===== src/rtl/accel_tilt_estimator_assert.svh =====
// ---------------------------------------------------------------------------
// Assertion macros for the accelerometer tilt estimator
// Clocked on i_clk, disabled while i_rst_n is low.
// ---------------------------------------------------------------------------
`ifndef ACCEL_TILT_ESTIMATOR_ASSERT_SVH
`define ACCEL_TILT_ESTIMATOR_ASSERT_SVH

// same-cycle implication
`define ATE_ASSERT_IMP(label, ante, cons, msg) \
    label: assert property (@(posedge i_clk) disable iff (!i_rst_n) (ante) |-> (cons)) \
        else $error(msg);

// next-cycle implication
`define ATE_ASSERT_NXT(label, ante, cons, msg) \
    label: assert property (@(posedge i_clk) disable iff (!i_rst_n) (ante) |=> (cons)) \
        else $error(msg);

`endif


===== src/rtl/ate_pkg.sv =====
// ---------------------------------------------------------------------------
// ate_pkg
// Shared types, constants and helper functions of the tilt estimator.
// ---------------------------------------------------------------------------
`default_nettype none

package ate_pkg;

    localparam int CORDIC_ITER_DEF = 16;
    localparam int ATAN_IDX_W      = 5;      // index covers table entries 0 to 31
    localparam int AXIS_W          = 16;
    localparam int ANGLE_W         = 15;
    localparam int WEIGHT_W        = 9;
    localparam int ACC_W           = 24;
    localparam int CX_W            = 27;     // CORDIC x/y, sample * 256 plus gain
    localparam int CZ_W            = 25;     // CORDIC angle, 1/16384 degree
    localparam int FIFO_DEPTH      = 2;

    localparam logic [WEIGHT_W-1:0]   WEIGHT_RESET = 9'd26;
    localparam logic [WEIGHT_W-1:0]   WEIGHT_FULL  = 9'd256;
    localparam logic signed [CZ_W-1:0] HALF_TURN   = 25'sd2949120;
    localparam logic signed [CZ_W-1:0] LIMIT_HI    = 25'sd11520;
    localparam logic signed [CZ_W-1:0] LIMIT_LO    = -25'sd11520;
    localparam logic signed [ANGLE_W-1:0] ANGLE_MAX = 15'sd11520;
    localparam logic signed [ANGLE_W-1:0] ANGLE_MIN = -15'sd11520;

    typedef struct packed {
        logic                   zero;   // both operands zero: angle is 0
        logic signed [CX_W-1:0] x;
        logic signed [CX_W-1:0] y;
        logic signed [CZ_W-1:0] z;
    } t_vec;

    typedef struct packed {
        t_vec pitch;
        t_vec roll;
    } t_job;

    typedef struct packed {
        logic full;
        logic empty;
    } t_fifo_stat;

    // atan(2^-i) in 1/16384 degree
    function automatic logic signed [CZ_W-1:0] atan_fine(input logic [ATAN_IDX_W-1:0] idx);
        logic signed [CZ_W-1:0] v;
        case (idx)
            5'd0:    v = 25'sd737280;
            5'd1:    v = 25'sd435242;
            5'd2:    v = 25'sd229970;
            5'd3:    v = 25'sd116736;
            5'd4:    v = 25'sd58595;
            5'd5:    v = 25'sd29326;
            5'd6:    v = 25'sd14667;
            5'd7:    v = 25'sd7334;
            5'd8:    v = 25'sd3667;
            5'd9:    v = 25'sd1833;
            5'd10:   v = 25'sd917;
            5'd11:   v = 25'sd458;
            5'd12:   v = 25'sd229;
            5'd13:   v = 25'sd115;
            5'd14:   v = 25'sd57;
            5'd15:   v = 25'sd29;
            5'd16:   v = 25'sd14;
            5'd17:   v = 25'sd7;
            5'd18:   v = 25'sd4;
            5'd19:   v = 25'sd2;
            5'd20:   v = 25'sd1;
            default: v = '0;
        endcase
        return v;
    endfunction

    // round 1/16384 degree to 1/64 degree, saturate
    function automatic logic signed [ANGLE_W-1:0] fine_to_out(input logic signed [CZ_W-1:0] fine);
        logic signed [CZ_W-1:0] t;
        logic signed [ANGLE_W-1:0] r;
        t = (fine + 25'sd128) >>> 8;
        if (t > LIMIT_HI) begin
            r = ANGLE_MAX;
        end else if (t < LIMIT_LO) begin
            r = ANGLE_MIN;
        end else begin
            r = t[ANGLE_W-1:0];
        end
        return r;
    endfunction

endpackage

`default_nettype wire


===== src/rtl/ate_ifs.sv =====
// ---------------------------------------------------------------------------
// ate_in_if / ate_out_if
// Valid/ready channels for sample words and result words.
// ---------------------------------------------------------------------------
`default_nettype none

interface ate_in_if import ate_pkg::*; ();
    logic                     valid;
    logic                     ready;
    logic signed [AXIS_W-1:0] accel_x;
    logic signed [AXIS_W-1:0] accel_y;
    logic signed [AXIS_W-1:0] accel_z;

    modport source (output valid, output accel_x, output accel_y, output accel_z,
                    input ready);
    modport sink   (input valid, input accel_x, input accel_y, input accel_z,
                    output ready);
endinterface

interface ate_out_if import ate_pkg::*; ();
    logic                      valid;
    logic                      ready;
    logic signed [ANGLE_W-1:0] pitch_raw;
    logic signed [ANGLE_W-1:0] roll_raw;
    logic signed [ANGLE_W-1:0] pitch_smoothed;
    logic signed [ANGLE_W-1:0] roll_smoothed;

    modport source (output valid, output pitch_raw, output roll_raw,
                    output pitch_smoothed, output roll_smoothed, input ready);
    modport sink   (input valid, input pitch_raw, input roll_raw,
                    input pitch_smoothed, input roll_smoothed, output ready);
endinterface

`default_nettype wire


===== src/rtl/ate_front.sv =====
// ---------------------------------------------------------------------------
// ate_front
// Accepts sample words and sets up both CORDIC start vectors.
// ---------------------------------------------------------------------------
`default_nettype none

module ate_front import ate_pkg::*; (
    ate_in_if.sink     i_in,
    input  wire logic  i_full,
    output logic       o_push,
    output t_job       o_job
);

    // zero check, half-turn pre-rotation for a negative denominator
    function automatic t_vec prep(input logic signed [AXIS_W-1:0] num,
                                  input logic signed [AXIS_W-1:0] den);
        t_vec v;
        logic signed [CX_W-1:0] xd;
        logic signed [CX_W-1:0] yd;
        xd = CX_W'(den) <<< 8;
        yd = CX_W'(num) <<< 8;
        v.zero = (num == '0) && (den == '0);
        if (den[AXIS_W-1]) begin
            v.x = -xd;
            v.y = -yd;
            v.z = num[AXIS_W-1] ? -HALF_TURN : HALF_TURN;
        end else begin
            v.x = xd;
            v.y = yd;
            v.z = '0;
        end
        return v;
    endfunction

    assign i_in.ready = !i_full;
    assign o_push     = i_in.valid && !i_full;

    always_comb begin
        o_job.pitch = prep(i_in.accel_x, i_in.accel_z);
        o_job.roll  = prep(i_in.accel_y, i_in.accel_z);
    end

endmodule

`default_nettype wire


===== src/rtl/ate_fifo.sv =====
// ---------------------------------------------------------------------------
// ate_fifo
// Two-entry show-ahead queue between front end and CORDIC back end.
// ---------------------------------------------------------------------------
`default_nettype none

module ate_fifo import ate_pkg::*; (
    input  wire logic  i_clk,
    input  wire logic  i_rst_n,
    input  wire logic  i_push,
    input  wire t_job  i_data,
    input  wire logic  i_pop,
    output t_job       o_data,
    output t_fifo_stat o_stat
);

    localparam int PTR_W = $clog2(FIFO_DEPTH);
    localparam int CNT_W = $clog2(FIFO_DEPTH + 1);

    t_job             r_mem [FIFO_DEPTH];
    logic [PTR_W-1:0] r_wr_ptr;
    logic [PTR_W-1:0] r_rd_ptr;
    logic [CNT_W-1:0] r_cnt;

    always_ff @(posedge i_clk) begin
        if (i_push) begin
            r_mem[r_wr_ptr] <= i_data;
        end
    end

    always_ff @(posedge i_clk) begin
        if (!i_rst_n) begin
            r_wr_ptr <= '0;
            r_rd_ptr <= '0;
            r_cnt    <= '0;
        end else begin
            if (i_push) begin
                r_wr_ptr <= (r_wr_ptr == PTR_W'(FIFO_DEPTH - 1)) ? '0 : r_wr_ptr + 1'b1;
            end
            if (i_pop) begin
                r_rd_ptr <= (r_rd_ptr == PTR_W'(FIFO_DEPTH - 1)) ? '0 : r_rd_ptr + 1'b1;
            end
            if (i_push && !i_pop) begin
                r_cnt <= r_cnt + 1'b1;
            end else if (i_pop && !i_push) begin
                r_cnt <= r_cnt - 1'b1;
            end
        end
    end

    assign o_data       = r_mem[r_rd_ptr];
    assign o_stat.full  = (r_cnt == CNT_W'(FIFO_DEPTH));
    assign o_stat.empty = (r_cnt == '0);

endmodule

`default_nettype wire


===== src/rtl/ate_back.sv =====
// ---------------------------------------------------------------------------
// ate_back
// Iterative dual CORDIC, rounding, exponential filters and output register.
// ---------------------------------------------------------------------------
`default_nettype none

module ate_back import ate_pkg::*; #(
    parameter int CORDIC_ITERATIONS = CORDIC_ITER_DEF
) (
    input  wire logic                i_clk,
    input  wire logic                i_rst_n,
    input  wire logic [WEIGHT_W-1:0] i_weight,
    input  wire t_job                i_job,
    input  wire t_fifo_stat          i_stat,
    output logic                     o_pop,
    ate_out_if.source                o_out
);

    localparam int IW  = $clog2(CORDIC_ITERATIONS);
    localparam int D_W = ACC_W + 2;
    localparam int P_W = D_W + WEIGHT_W + 1;

    localparam logic [2:0] S_IDLE  = 3'd0;
    localparam logic [2:0] S_RUN   = 3'd1;
    localparam logic [2:0] S_ROUND = 3'd2;
    localparam logic [2:0] S_MUL   = 3'd3;
    localparam logic [2:0] S_DONE  = 3'd4;

    logic [2:0]                r_state, n_state;
    logic [IW-1:0]             r_cnt;
    t_vec                      r_pv, r_rv;
    logic signed [ANGLE_W-1:0] r_praw, r_rraw;
    logic signed [P_W-1:0]     r_pprod, r_rprod;
    logic signed [ACC_W-1:0]   r_pacc, r_racc;
    logic signed [ACC_W-1:0]   n_pacc, n_racc;
    logic                      r_out_valid;
    logic signed [ANGLE_W-1:0] r_o_praw, r_o_rraw, r_o_psm, r_o_rsm;

    logic [WEIGHT_W-1:0]       w_sat;
    logic signed [WEIGHT_W:0]  w_s;
    logic signed [D_W-1:0]     pd, rd;
    logic                      out_free;

    function automatic t_vec cordic_step(input t_vec v, input logic [IW-1:0] i);
        t_vec r;
        logic signed [CX_W-1:0] xs;
        logic signed [CX_W-1:0] ys;
        logic signed [CZ_W-1:0] a;
        xs = v.x >>> i;
        ys = v.y >>> i;
        a  = atan_fine(ATAN_IDX_W'(i));
        r.zero = v.zero;
        if (!v.y[CX_W-1] && (v.y != '0)) begin
            r.x = v.x + ys;
            r.y = v.y - xs;
            r.z = v.z + a;
        end else begin
            r.x = v.x - ys;
            r.y = v.y + xs;
            r.z = v.z - a;
        end
        return r;
    endfunction

    function automatic logic signed [ACC_W-1:0] acc_next(input logic signed [ACC_W-1:0] acc,
                                                         input logic signed [P_W-1:0] prod);
        logic signed [P_W-1:0] t;
        t = (prod + P_W'(128)) >>> 8;
        return acc + t[ACC_W-1:0];
    endfunction

    assign w_sat    = (i_weight > WEIGHT_FULL) ? WEIGHT_FULL : i_weight;
    assign w_s      = signed'({1'b0, w_sat});
    assign pd       = (D_W'(r_praw) <<< 8) - D_W'(r_pacc);
    assign rd       = (D_W'(r_rraw) <<< 8) - D_W'(r_racc);
    assign out_free = !r_out_valid || o_out.ready;
    assign o_pop    = (r_state == S_IDLE) && !i_stat.empty;
    assign n_pacc   = acc_next(r_pacc, r_pprod);
    assign n_racc   = acc_next(r_racc, r_rprod);

    always_comb begin
        n_state = r_state;
        unique case (r_state)
            S_IDLE:  if (!i_stat.empty) n_state = S_RUN;
            S_RUN:   if (r_cnt == IW'(CORDIC_ITERATIONS - 1)) n_state = S_ROUND;
            S_ROUND: n_state = S_MUL;
            S_MUL:   n_state = S_DONE;
            S_DONE:  if (out_free) n_state = S_IDLE;
            default: n_state = S_IDLE;
        endcase
    end

    // datapath
    always_ff @(posedge i_clk) begin
        case (r_state)
            S_IDLE: begin
                r_pv <= i_job.pitch;
                r_rv <= i_job.roll;
            end
            S_RUN: begin
                r_pv <= cordic_step(r_pv, r_cnt);
                r_rv <= cordic_step(r_rv, r_cnt);
            end
            S_ROUND: begin
                // pitch is the negated angle
                r_praw <= r_pv.zero ? '0 : fine_to_out(-r_pv.z);
                r_rraw <= r_rv.zero ? '0 : fine_to_out(r_rv.z);
            end
            S_MUL: begin
                r_pprod <= w_s * pd;
                r_rprod <= w_s * rd;
            end
            default: ;
        endcase
        if (r_state == S_DONE && out_free) begin
            r_o_praw <= r_praw;
            r_o_rraw <= r_rraw;
            r_o_psm  <= fine_to_out(CZ_W'(n_pacc));
            r_o_rsm  <= fine_to_out(CZ_W'(n_racc));
        end
    end

    always_ff @(posedge i_clk) begin
        if (!i_rst_n) begin
            r_state     <= S_IDLE;
            r_cnt       <= '0;
            r_pacc      <= '0;
            r_racc      <= '0;
            r_out_valid <= 1'b0;
        end else begin
            r_state <= n_state;
            if (r_state == S_RUN) begin
                r_cnt <= r_cnt + 1'b1;
            end else begin
                r_cnt <= '0;
            end
            if (r_state == S_DONE && out_free) begin
                r_pacc      <= n_pacc;
                r_racc      <= n_racc;
                r_out_valid <= 1'b1;
            end else if (o_out.ready) begin
                r_out_valid <= 1'b0;
            end
        end
    end

    assign o_out.valid          = r_out_valid;
    assign o_out.pitch_raw      = r_o_praw;
    assign o_out.roll_raw       = r_o_rraw;
    assign o_out.pitch_smoothed = r_o_psm;
    assign o_out.roll_smoothed  = r_o_rsm;

endmodule

`default_nettype wire


===== src/rtl/accel_tilt_estimator.sv =====
// An accepted sample goes through the queue, the CORDIC iterations, rounding, the filter
// multiply and the output register. The back end finishes one sample before it takes the
// next, as it runs the iterative CORDIC for both angles in lockstep.
// The two-entry queue and the output register let input and output stall independently.
// Reset: synchronous, active low; clears control, filter state, weight to 26/256.
// ---------------------------------------------------------------------------
// accel_tilt_estimator
// Pitch/roll from a three-axis sample via CORDIC atan2, then low-pass filtered.
// ---------------------------------------------------------------------------
`default_nettype none
`include "accel_tilt_estimator_assert.svh"

module accel_tilt_estimator import ate_pkg::*; #(
    parameter int CORDIC_ITERATIONS = CORDIC_ITER_DEF
) (
    input  wire logic                i_clk,
    input  wire logic                i_rst_n,
    input  wire logic                i_cfg_we,
    input  wire logic [WEIGHT_W-1:0] i_cfg_wdata,
    ate_in_if.sink                   i_in,
    ate_out_if.source                o_out
);

    logic [WEIGHT_W-1:0] r_weight;
    logic                job_push;
    logic                job_pop;
    t_job                job_in;
    t_job                job_q;
    t_fifo_stat          fifo_stat;

    always_ff @(posedge i_clk) begin
        if (!i_rst_n) begin
            r_weight <= WEIGHT_RESET;
        end else if (i_cfg_we) begin
            r_weight <= i_cfg_wdata;
        end
    end

    ate_front u_front (
        .i_in   (i_in),
        .i_full (fifo_stat.full),
        .o_push (job_push),
        .o_job  (job_in)
    );

    ate_fifo u_fifo (
        .i_clk   (i_clk),
        .i_rst_n (i_rst_n),
        .i_push  (job_push),
        .i_data  (job_in),
        .i_pop   (job_pop),
        .o_data  (job_q),
        .o_stat  (fifo_stat)
    );

    ate_back #(
        .CORDIC_ITERATIONS (CORDIC_ITERATIONS)
    ) u_back (
        .i_clk    (i_clk),
        .i_rst_n  (i_rst_n),
        .i_weight (r_weight),
        .i_job    (job_q),
        .i_stat   (fifo_stat),
        .o_pop    (job_pop),
        .o_out    (o_out)
    );

    `ATE_ASSERT_IMP(a_push_not_full, job_push, !fifo_stat.full, "push into full queue")
    `ATE_ASSERT_IMP(a_pop_not_empty, job_pop, !fifo_stat.empty, "pop from empty queue")
    `ATE_ASSERT_NXT(a_push_fills, job_push && !job_pop, !fifo_stat.empty, "queue empty after push")
    `ATE_ASSERT_IMP(a_raw_range, o_out.valid, (o_out.pitch_raw >= ANGLE_MIN) && (o_out.pitch_raw <= ANGLE_MAX), "pitch out of range")

endmodule

`default_nettype wire


===== src/flat_wrapper.sv =====
// flat-port wrapper written by rule: the top's interface ports become plain ports
module accel_tilt_estimator_flat import ate_pkg::*;
#(
    parameter int CORDIC_ITERATIONS = CORDIC_ITER_DEF
)
  (i_clk, i_rst_n, i_cfg_we, i_cfg_wdata, i_in_valid, i_in_accel_x, i_in_accel_y, i_in_accel_z, i_in_ready, o_out_valid, o_out_pitch_raw, o_out_roll_raw, o_out_pitch_smoothed, o_out_roll_smoothed, o_out_ready);
  ate_in_if i_in_i ();
  ate_out_if o_out_i ();
  input  wire logic i_clk;
  input  wire logic i_rst_n;
  input  wire logic i_cfg_we;
  input  wire logic [WEIGHT_W-1:0] i_cfg_wdata;
  input wire logic [$bits(i_in_i.valid)-1:0] i_in_valid;
  input wire logic [$bits(i_in_i.accel_x)-1:0] i_in_accel_x;
  input wire logic [$bits(i_in_i.accel_y)-1:0] i_in_accel_y;
  input wire logic [$bits(i_in_i.accel_z)-1:0] i_in_accel_z;
  output wire logic [$bits(i_in_i.ready)-1:0] i_in_ready;
  output wire logic [$bits(o_out_i.valid)-1:0] o_out_valid;
  output wire logic [$bits(o_out_i.pitch_raw)-1:0] o_out_pitch_raw;
  output wire logic [$bits(o_out_i.roll_raw)-1:0] o_out_roll_raw;
  output wire logic [$bits(o_out_i.pitch_smoothed)-1:0] o_out_pitch_smoothed;
  output wire logic [$bits(o_out_i.roll_smoothed)-1:0] o_out_roll_smoothed;
  input wire logic [$bits(o_out_i.ready)-1:0] o_out_ready;
  assign i_in_i.valid = i_in_valid;
  assign i_in_i.accel_x = i_in_accel_x;
  assign i_in_i.accel_y = i_in_accel_y;
  assign i_in_i.accel_z = i_in_accel_z;
  assign i_in_ready = i_in_i.ready;
  assign o_out_valid = o_out_i.valid;
  assign o_out_pitch_raw = o_out_i.pitch_raw;
  assign o_out_roll_raw = o_out_i.roll_raw;
  assign o_out_pitch_smoothed = o_out_i.pitch_smoothed;
  assign o_out_roll_smoothed = o_out_i.roll_smoothed;
  assign o_out_i.ready = o_out_ready;
  accel_tilt_estimator #(.CORDIC_ITERATIONS(CORDIC_ITERATIONS)) u_core (.i_clk(i_clk), .i_rst_n(i_rst_n), .i_cfg_we(i_cfg_we), .i_cfg_wdata(i_cfg_wdata), .i_in(i_in_i), .o_out(o_out_i));
endmodule

===== config.mk =====
export PLATFORM = sky130hd
export DESIGN_NAME = accel_tilt_estimator_flat
export DESIGN_NICKNAME = d
export VERILOG_FILES = /design/src/rtl/ate_pkg.sv /design/src/rtl/ate_ifs.sv /design/src/rtl/ate_front.sv /design/src/rtl/ate_fifo.sv /design/src/rtl/ate_back.sv /design/src/rtl/accel_tilt_estimator.sv /design/src/flat_wrapper.sv
export VERILOG_INCLUDE_DIRS = /design/src /design/src/rtl
export SDC_FILE = /design/constraint.sdc
export NUM_CORES = 2
export LEC_CHECK = 0
export BUFFER_PORTS_ARGS = -buffer_cell sky130_fd_sc_hd__buf_2
export CAP_MARGIN = 15
export CELL_PAD_IN_SITES_DETAIL_PLACEMENT = 0
export CELL_PAD_IN_SITES_GLOBAL_PLACEMENT = 1
export CORE_ASPECT_RATIO = 1.4
export CORE_UTILIZATION = 39
export CTS_CLUSTER_DIAMETER = 100
export DETAILED_ROUTE_END_ITERATION = 8
export PLACE_DENSITY = 0.71
export SYNTH_ARGS = -nofsm -noshare
export SYNTH_HDL_FRONTEND = slang
export SYNTH_HIERARCHICAL = 1
export SYNTH_SLANG_ARGS = --single-unit

===== constraint.sdc =====
create_clock -name i_clk -period 13 [get_ports i_clk]
set_input_delay 1.3 -clock i_clk [delete_from_list [all_inputs] [get_ports i_clk]]
set_output_delay 1.3 -clock i_clk [all_outputs]
set_load 0.05 [all_outputs]

Yosys cells after proc, flatten, opt, wreduce, memory -nomap -nowiden
Memories as Yosys holds them, arrays and structs flattened. A register that Yosys moved wholly into a read port is not among the register bits.
Cells that the tools add are included.
W data, S select, Z words.
{ "op_classes": {"add_sub_neg": 31, "multipliers": 2, "order_cmp": 9, "eq_ne": 9, "shifts": 4, "n_mux": 33, "bitwise": 1, "reduce_logical": 36} }
{ "ops": {"columns": ["operator", "n"], "rows": [
  ["$pmux W80 S2", 2],
  ["$mux W79", 4],
  ["$add A27 B27 Y27", 4],
  ["$sshr A27 B4 Y27", 4],
  ["$sub A27 B27 Y27", 4],
  ["$mux W25", 4],
  ["$neg A24 Y27", 3],
  ["$gt A17 B15 Y1 const B", 4],
  ["$lt A17 B15 Y1 const B", 4],
  ["$add A32 B9 Y32 const B", 2],
  ["$mul A10 B25 Y32", 2],
  ["$mux W15", 4],
  ["$reduce_bool A27 Y1", 2],
  ["$add A24 B9 Y25 const B", 2],
  ["$add A25 B25 Y25", 2],
  ["$add A25 B9 Y25 const B", 2],
  ["$sub A23 B24 Y25", 2],
  ["$sub A25 B25 Y25", 2],
  ["$add A24 B24 Y24", 2],
  ["$logic_not A16 Y1", 3],
  ["$mux W14", 2],
  ["$neg A25 Y25", 1],
  ["$pmux W3 S5", 1],
  ["$gt A9 B9 Y1 const B", 1],
  ["26 further kinds", 62]
]} }
{ "word_totals": {"ff_bits": 383, "mem_bits_rw": 320, "rom_bits": 640, "input_bits": 62, "output_inout_bits": 62, "word_cells": 159, "n_memories": 3} }
{ "mem_list": {"columns": ["memory", "words", "width", "read_ports", "rd_ports_with_merged_regs", "write_ports", "line", "rtl"], "rows": [
  ["(name not given)", 16, 20, 1, 1, 0, "ate_pkg.sv:47", "case (idx)"],
  ["(name not given)", 16, 20, 1, 1, 0, "ate_pkg.sv:47", null],
  ["u_core.u_fifo.r_mem", 2, 160, 1, 1, 1, "ate_fifo.sv:20", "t_job r_mem [FIFO_DEPTH];"]
]} }

Logic depth before layout (Yosys ltp)
{ "logic_depth": {"ltp_word": 7, "ltp_mapped": 33} }

Modules after synthesis
The synthesis kept the hierarchy.
{ "by_module_without_submodules": {"columns": ["module", "n_inst", "cells_per_inst", "area_each_um2", "seq_area_each_um2"], "rows": [
  ["ate_back", 1, 5700, 49643.9, 10530.1],
  ["ate_fifo", 1, 520, 12167.9, 9709.3],
  ["ate_front", 1, 261, 1813.0, 0.0],
  ["accel_tilt_estimator", 1, 28, 330.3, 180.2]
]} }

Least setup slack after synthesis
Ideal clock, no wire load.
{ "synth_path": {"kind": "register -> register", "startpoint": "reg u_core.u_back.r_state[1]", "endpoint": "reg (tool-made name)", "setup_ns": 0.060, "t_arrival_ns": 10.169, "t_required_ns": 12.940, "slack_ns": 2.771, "stages_incl_launch_ff": 11, "n_path_buf": 1, "synth_period_minus_slack_ns": 10.229, "cell_sequence": "dfxtp_1 -> clkbuf_1 -> nor2_1 -> nand2_1 -> nor2_1 -> nand2_1 -> ha_1 -> nor2_1 -> o32ai_1 -> nand2_1 -> nand2_1"} }
{ "synth_rtl": {"columns": ["item", "line", "rtl"], "rows": [
  ["from (decl)", "ate_back.sv:29", "logic [2:0] r_state, n_state;"],
  ["from (signal assigned)", "ate_back.sv:131", "r_state <= n_state;"]
]} }

Worst setup path after layout
{ "layout_path": {"startpoint": "reg u_core.u_back.r_pacc[0]", "endpoint": "reg u_core.u_back.r_pprod[31], data pin"} }
{ "layout_between": {"elab_chain_len": 2} }
{ "layout_lines": {"columns": ["item", "line", "rtl"], "rows": [
  ["from (decl)", "ate_back.sv:34", "logic signed [ACC_W-1:0] r_pacc, r_racc;"],
  ["from (signal assigned)", "ate_back.sv:138", "r_pacc <= n_pacc;"],
  ["$sub A23 B24 Y25", "ate_back.sv:74", "assign pd = (D_W'(r_praw) <<< 8) - D_W'(r_pacc);"],
  ["$mul A10 B25 Y32", "ate_back.sv:110", "r_pprod <= w_s * pd;"],
  ["to (signal assigned)", "ate_back.sv:110", null],
  ["to (decl)", "ate_back.sv:33", "logic signed [P_W-1:0] r_pprod, r_rprod;"]
]} }
No other way between the ends.
A chain may end at the register's enable or synchronous reset.

==> metrics <==
clock transition time at the flip-flop clock pins of the worst setup and hold paths roughly 0.060 ns; predominant post-synthesis flop cell sky130_fd_sc_hd__edfxtp_1; sequential fraction of design power between 20 and 25%; Synth Area in Compound Gates ~11%; shortest period the worst path allows about 8.8 ns; kind of path behind the tightest hold check flip-flop to flip-flop; Hold Slack roughly 0.46 ns; net total in the final layout ~7,300; # fillers ~16,000; worst reg2reg path startpoint u_core/u_back/r_pacc[0]; clock root cell sky130_fd_sc_hd__clkbuf_16; most used cells in the layout excluding fill and tap cells 812 x sky130_fd_sc_hd__nand2_1, 620 x sky130_fd_sc_hd__edfxtp_1, 514 x sky130_fd_sc_hd__inv_1; Hold Path Sink u_core/u_back/o_out.roll_raw[5]; CTS buffer count 82; # clock sinks about 700; Avg Vias per Cell around 5.4; top fanout value on the critical path 9; share of cell area taken by muxes after synthesis a little under a tenth; maximum clock insertion buffer count 3; number of hold buffers added after CTS 0; worst-margin pin slew between 1 and 1.5 ns; total detailed-routing wirelength about 170,000 um; antenna violations before repair 4; max_cap viols 0; number of I/O pins between 100 and 150; simple-gate area share of the yosys netlist roughly 16%; area growth from synthesis to layout 7.97%; RSZ-0062 raised after global routing no; data required time of the critical path roughly 13 ns; Starting Density 39.3%; post-placement cell area ~66,000 sq um; post-CTS repair timing setup buffer count 0; largest net degree at the start of global routing approximately 160; number of max-slew violations in the final report 0; Max stage delay cell, worst path sky130_fd_sc_hd__xnor2_1; DRC violation count after routing 0; number of placement rows about 180; antenna violation net count after detailed routing 0; Largest stage delay, worst path 0.68 ns; Net Switching 6390 uW; total instance count after detailed placement between 8,000 and 9,000; post-cts resize count 0; Finished Cell Area a little under 70,000 sq um; startpoint of the worst hold path u_core/u_back/r_rraw[5]; EDFF count, synth 620; count of routing violations after the opening detailed-route iteration between 2,000 and 2,500; number of different library cells in the post-synthesis netlist approximately 110; critical path data arrival time around 9 ns; synthesized area per cell roughly 9.8 sq um; commonest non-fill, non-tap cell in the layout sky130_fd_sc_hd__nand2_1; Cell Pwr Density ~220 nW/um^2; proportion of power drawn by combinational gates about 58%; Leakage roughly 0.029 uW; Yosys warnings 6; sort of element at the start of the critical path flip-flop; synthesis-stage register bit count 710; net switching fraction of the power a little over two fifths; fraction of registers with async set/reset 0%; Final setup violation count 0; setup slack, reg-to-reg ~4.2 ns; Worst Reg2Reg Path Length in Cells 33; Max H-tree Level 3; synthesized-area fraction occupied by xor and xnor cells about 7.7%; summed instance area of the synthesized netlist 64,000 sq um; overall fraction of global-route tracks in use roughly a fifth; final clock skew between 0.02 and 0.03 ns; core outline area 163,000 sq um; clock tree from TritonCTS done; Setup TNS Final 0 ns; pre-CTS WS 4.20 ns; total via count after detailed routing approximately 47,000; worst skew pair latency ~0.70 ns; Port-buffer cells 123; RePlAce Congestion roughly 0.87; run status completed; fraction of layout cells with a size suffix above 1 a little over a tenth; Pre-antenna DRT Iters 5; die area roughly 170,000 sq um; Die H ~480 um; Clk pwr share 16.7%; Gate Count Post-Synth between 6,000 and 7,000; part of the Yosys area used for sequential elements between 30% and 40%; sum of overflow across all layers after global routing 0; detailed placer's ending HPWL about 120,000 um; kind of critical path flip-flop to flip-flop; Setup crit end kind flip-flop; most numerous cell on the critical path sky130_fd_sc_hd__fa_1; Peak VDD IR about 180 uV; Fin. Hold Viols 0; combinational family with the most area after synthesis adder cells; WL/cell 19.1 um; Max Freq 113 MHz; worst relative slew slack between 20% and 30%; Reg2Reg Capture Point u_core/u_back/r_pprod[31]; cell internal pwr between 8000 and 9000 uW; wire length of the first global-routing pass about 260,000 um; Final Cycle Share roughly two thirds; number of global-route vias before repair roughly 48,000; number of cells on the worst hold path 0; Horiz. Die Dim roughly 340 um; filler-free cell count of the finished design 8,683; post-synthesis share of cell area spent on full adders, half adders and majority gates 18.6%; PnR worst setup slack between 4 and 5 ns
## area by class of cell
class                      count  area, sq um  area share, %
antenna                        1         2.50        0.00362
clock buffer                 106         2240           3.24
clock inverter                45          631          0.913
inverter                     518         1950           2.82
multi-input combinational   5007        40100           58.1
sequential                   710        20400           29.6
tap                         2124         2660           3.85
timing repair buffer         172         1020           1.48
## worst max path at each step
stage                              from                        end  slack [ns]  depth (start not counted)
2_1_floorplan  u_core/u_back/r_state[1]                  flip-flop        2.77                         10
3_3_place_gp    u_core/u_back/r_pacc[0]  u_core/u_back/r_pprod[31]        4.29                         33
3_5_place_dp    u_core/u_back/r_pacc[0]  u_core/u_back/r_pprod[31]        4.20                         33
4_1_cts         u_core/u_back/r_pacc[0]  u_core/u_back/r_pprod[31]        4.13                         33
5_1_grt         u_core/u_back/r_pacc[0]  u_core/u_back/r_pprod[31]        3.51                         33
6_report        u_core/u_back/r_pacc[0]  u_core/u_back/r_pprod[31]        4.18                         33
## critical path, delay by kind of cell, from the launching register on
kind	cells	cell delay, ns
buffers and inverters	4	0.37
AO/OA/AOI/OAI	11	2.09
AND/OR/NAND/NOR	9	1.79
adder cells (fa/ha/maj)	7	3.11
flip-flops	1	0.41
XOR/XNOR	2	0.78
## state kept, by name, indices dropped and copies added (netlist names), 24 cells and up, named ones only
name,count
u_core/u_back/r_pprod,25
u_core/u_back/r_racc,24
u_core/u_back/r_rv,80
u_core/u_back/r_rprod,25
u_core/u_back/r_pacc,24
u_core/u_back/r_pv,80
u_core/u_fifo/r_mem,320
## power groups by stage
stage	clock network, uW	registers [uW]	logic (uW)
floorplan	0	3500	6960
global placement	0	3730	8630
detailed placement	0	3750	8690
CTS	2570	3710	8760
global route	2630	3770	9720
finish	2490	3710	8680
## metrics by stage
step / power (uW) / utilization [%]
floorplan: 10500 / -
global placement: 12400 / 40.7
detailed placement: 12400 / 40.7
CTS: 15000 / 42.4
global route: 16100 / 42.4
finish: 14900 / 42.4
## metal layers
metal	up-vias	wire length (um)	global-route usage, %
met5	-	13	0
met4	2	6560	8.15
met3	310	4590	1.86
met2	782	91900	39.4
met1	23000	62900	21.2
li1	22600	-	-
## Yosys cell counts (all sizes together), types with 166 or more instances
cell type / number / area (sq um)
a21oi: 303 / 1520
buf: 166 / 1160
clkbuf: 177 / 664
edfxtp: 620 / 18600
fa: 352 / 7050
ha: 386 / 4830
inv: 517 / 1940
mux2: 198 / 2610
nand2: 814 / 3060
nor2: 501 / 1890
o21ai: 329 / 1650
xnor2: 346 / 3030
xor2: 211 / 1850
## cell families (layout without fill, tap and decap cells)
family                     Yosys count  count (layout)
AOI/OAI and AO/OA                 1135            1135
other                                1              71
and+or+nand+nor                   2128            2128
muxes                              377             377
buffers and inverters              861             841
xor gates and xnor gates           559             559
adders and majority gates          738             738
DFF                                710             710
Note: power is estimated with default switching activity, not from simulation.
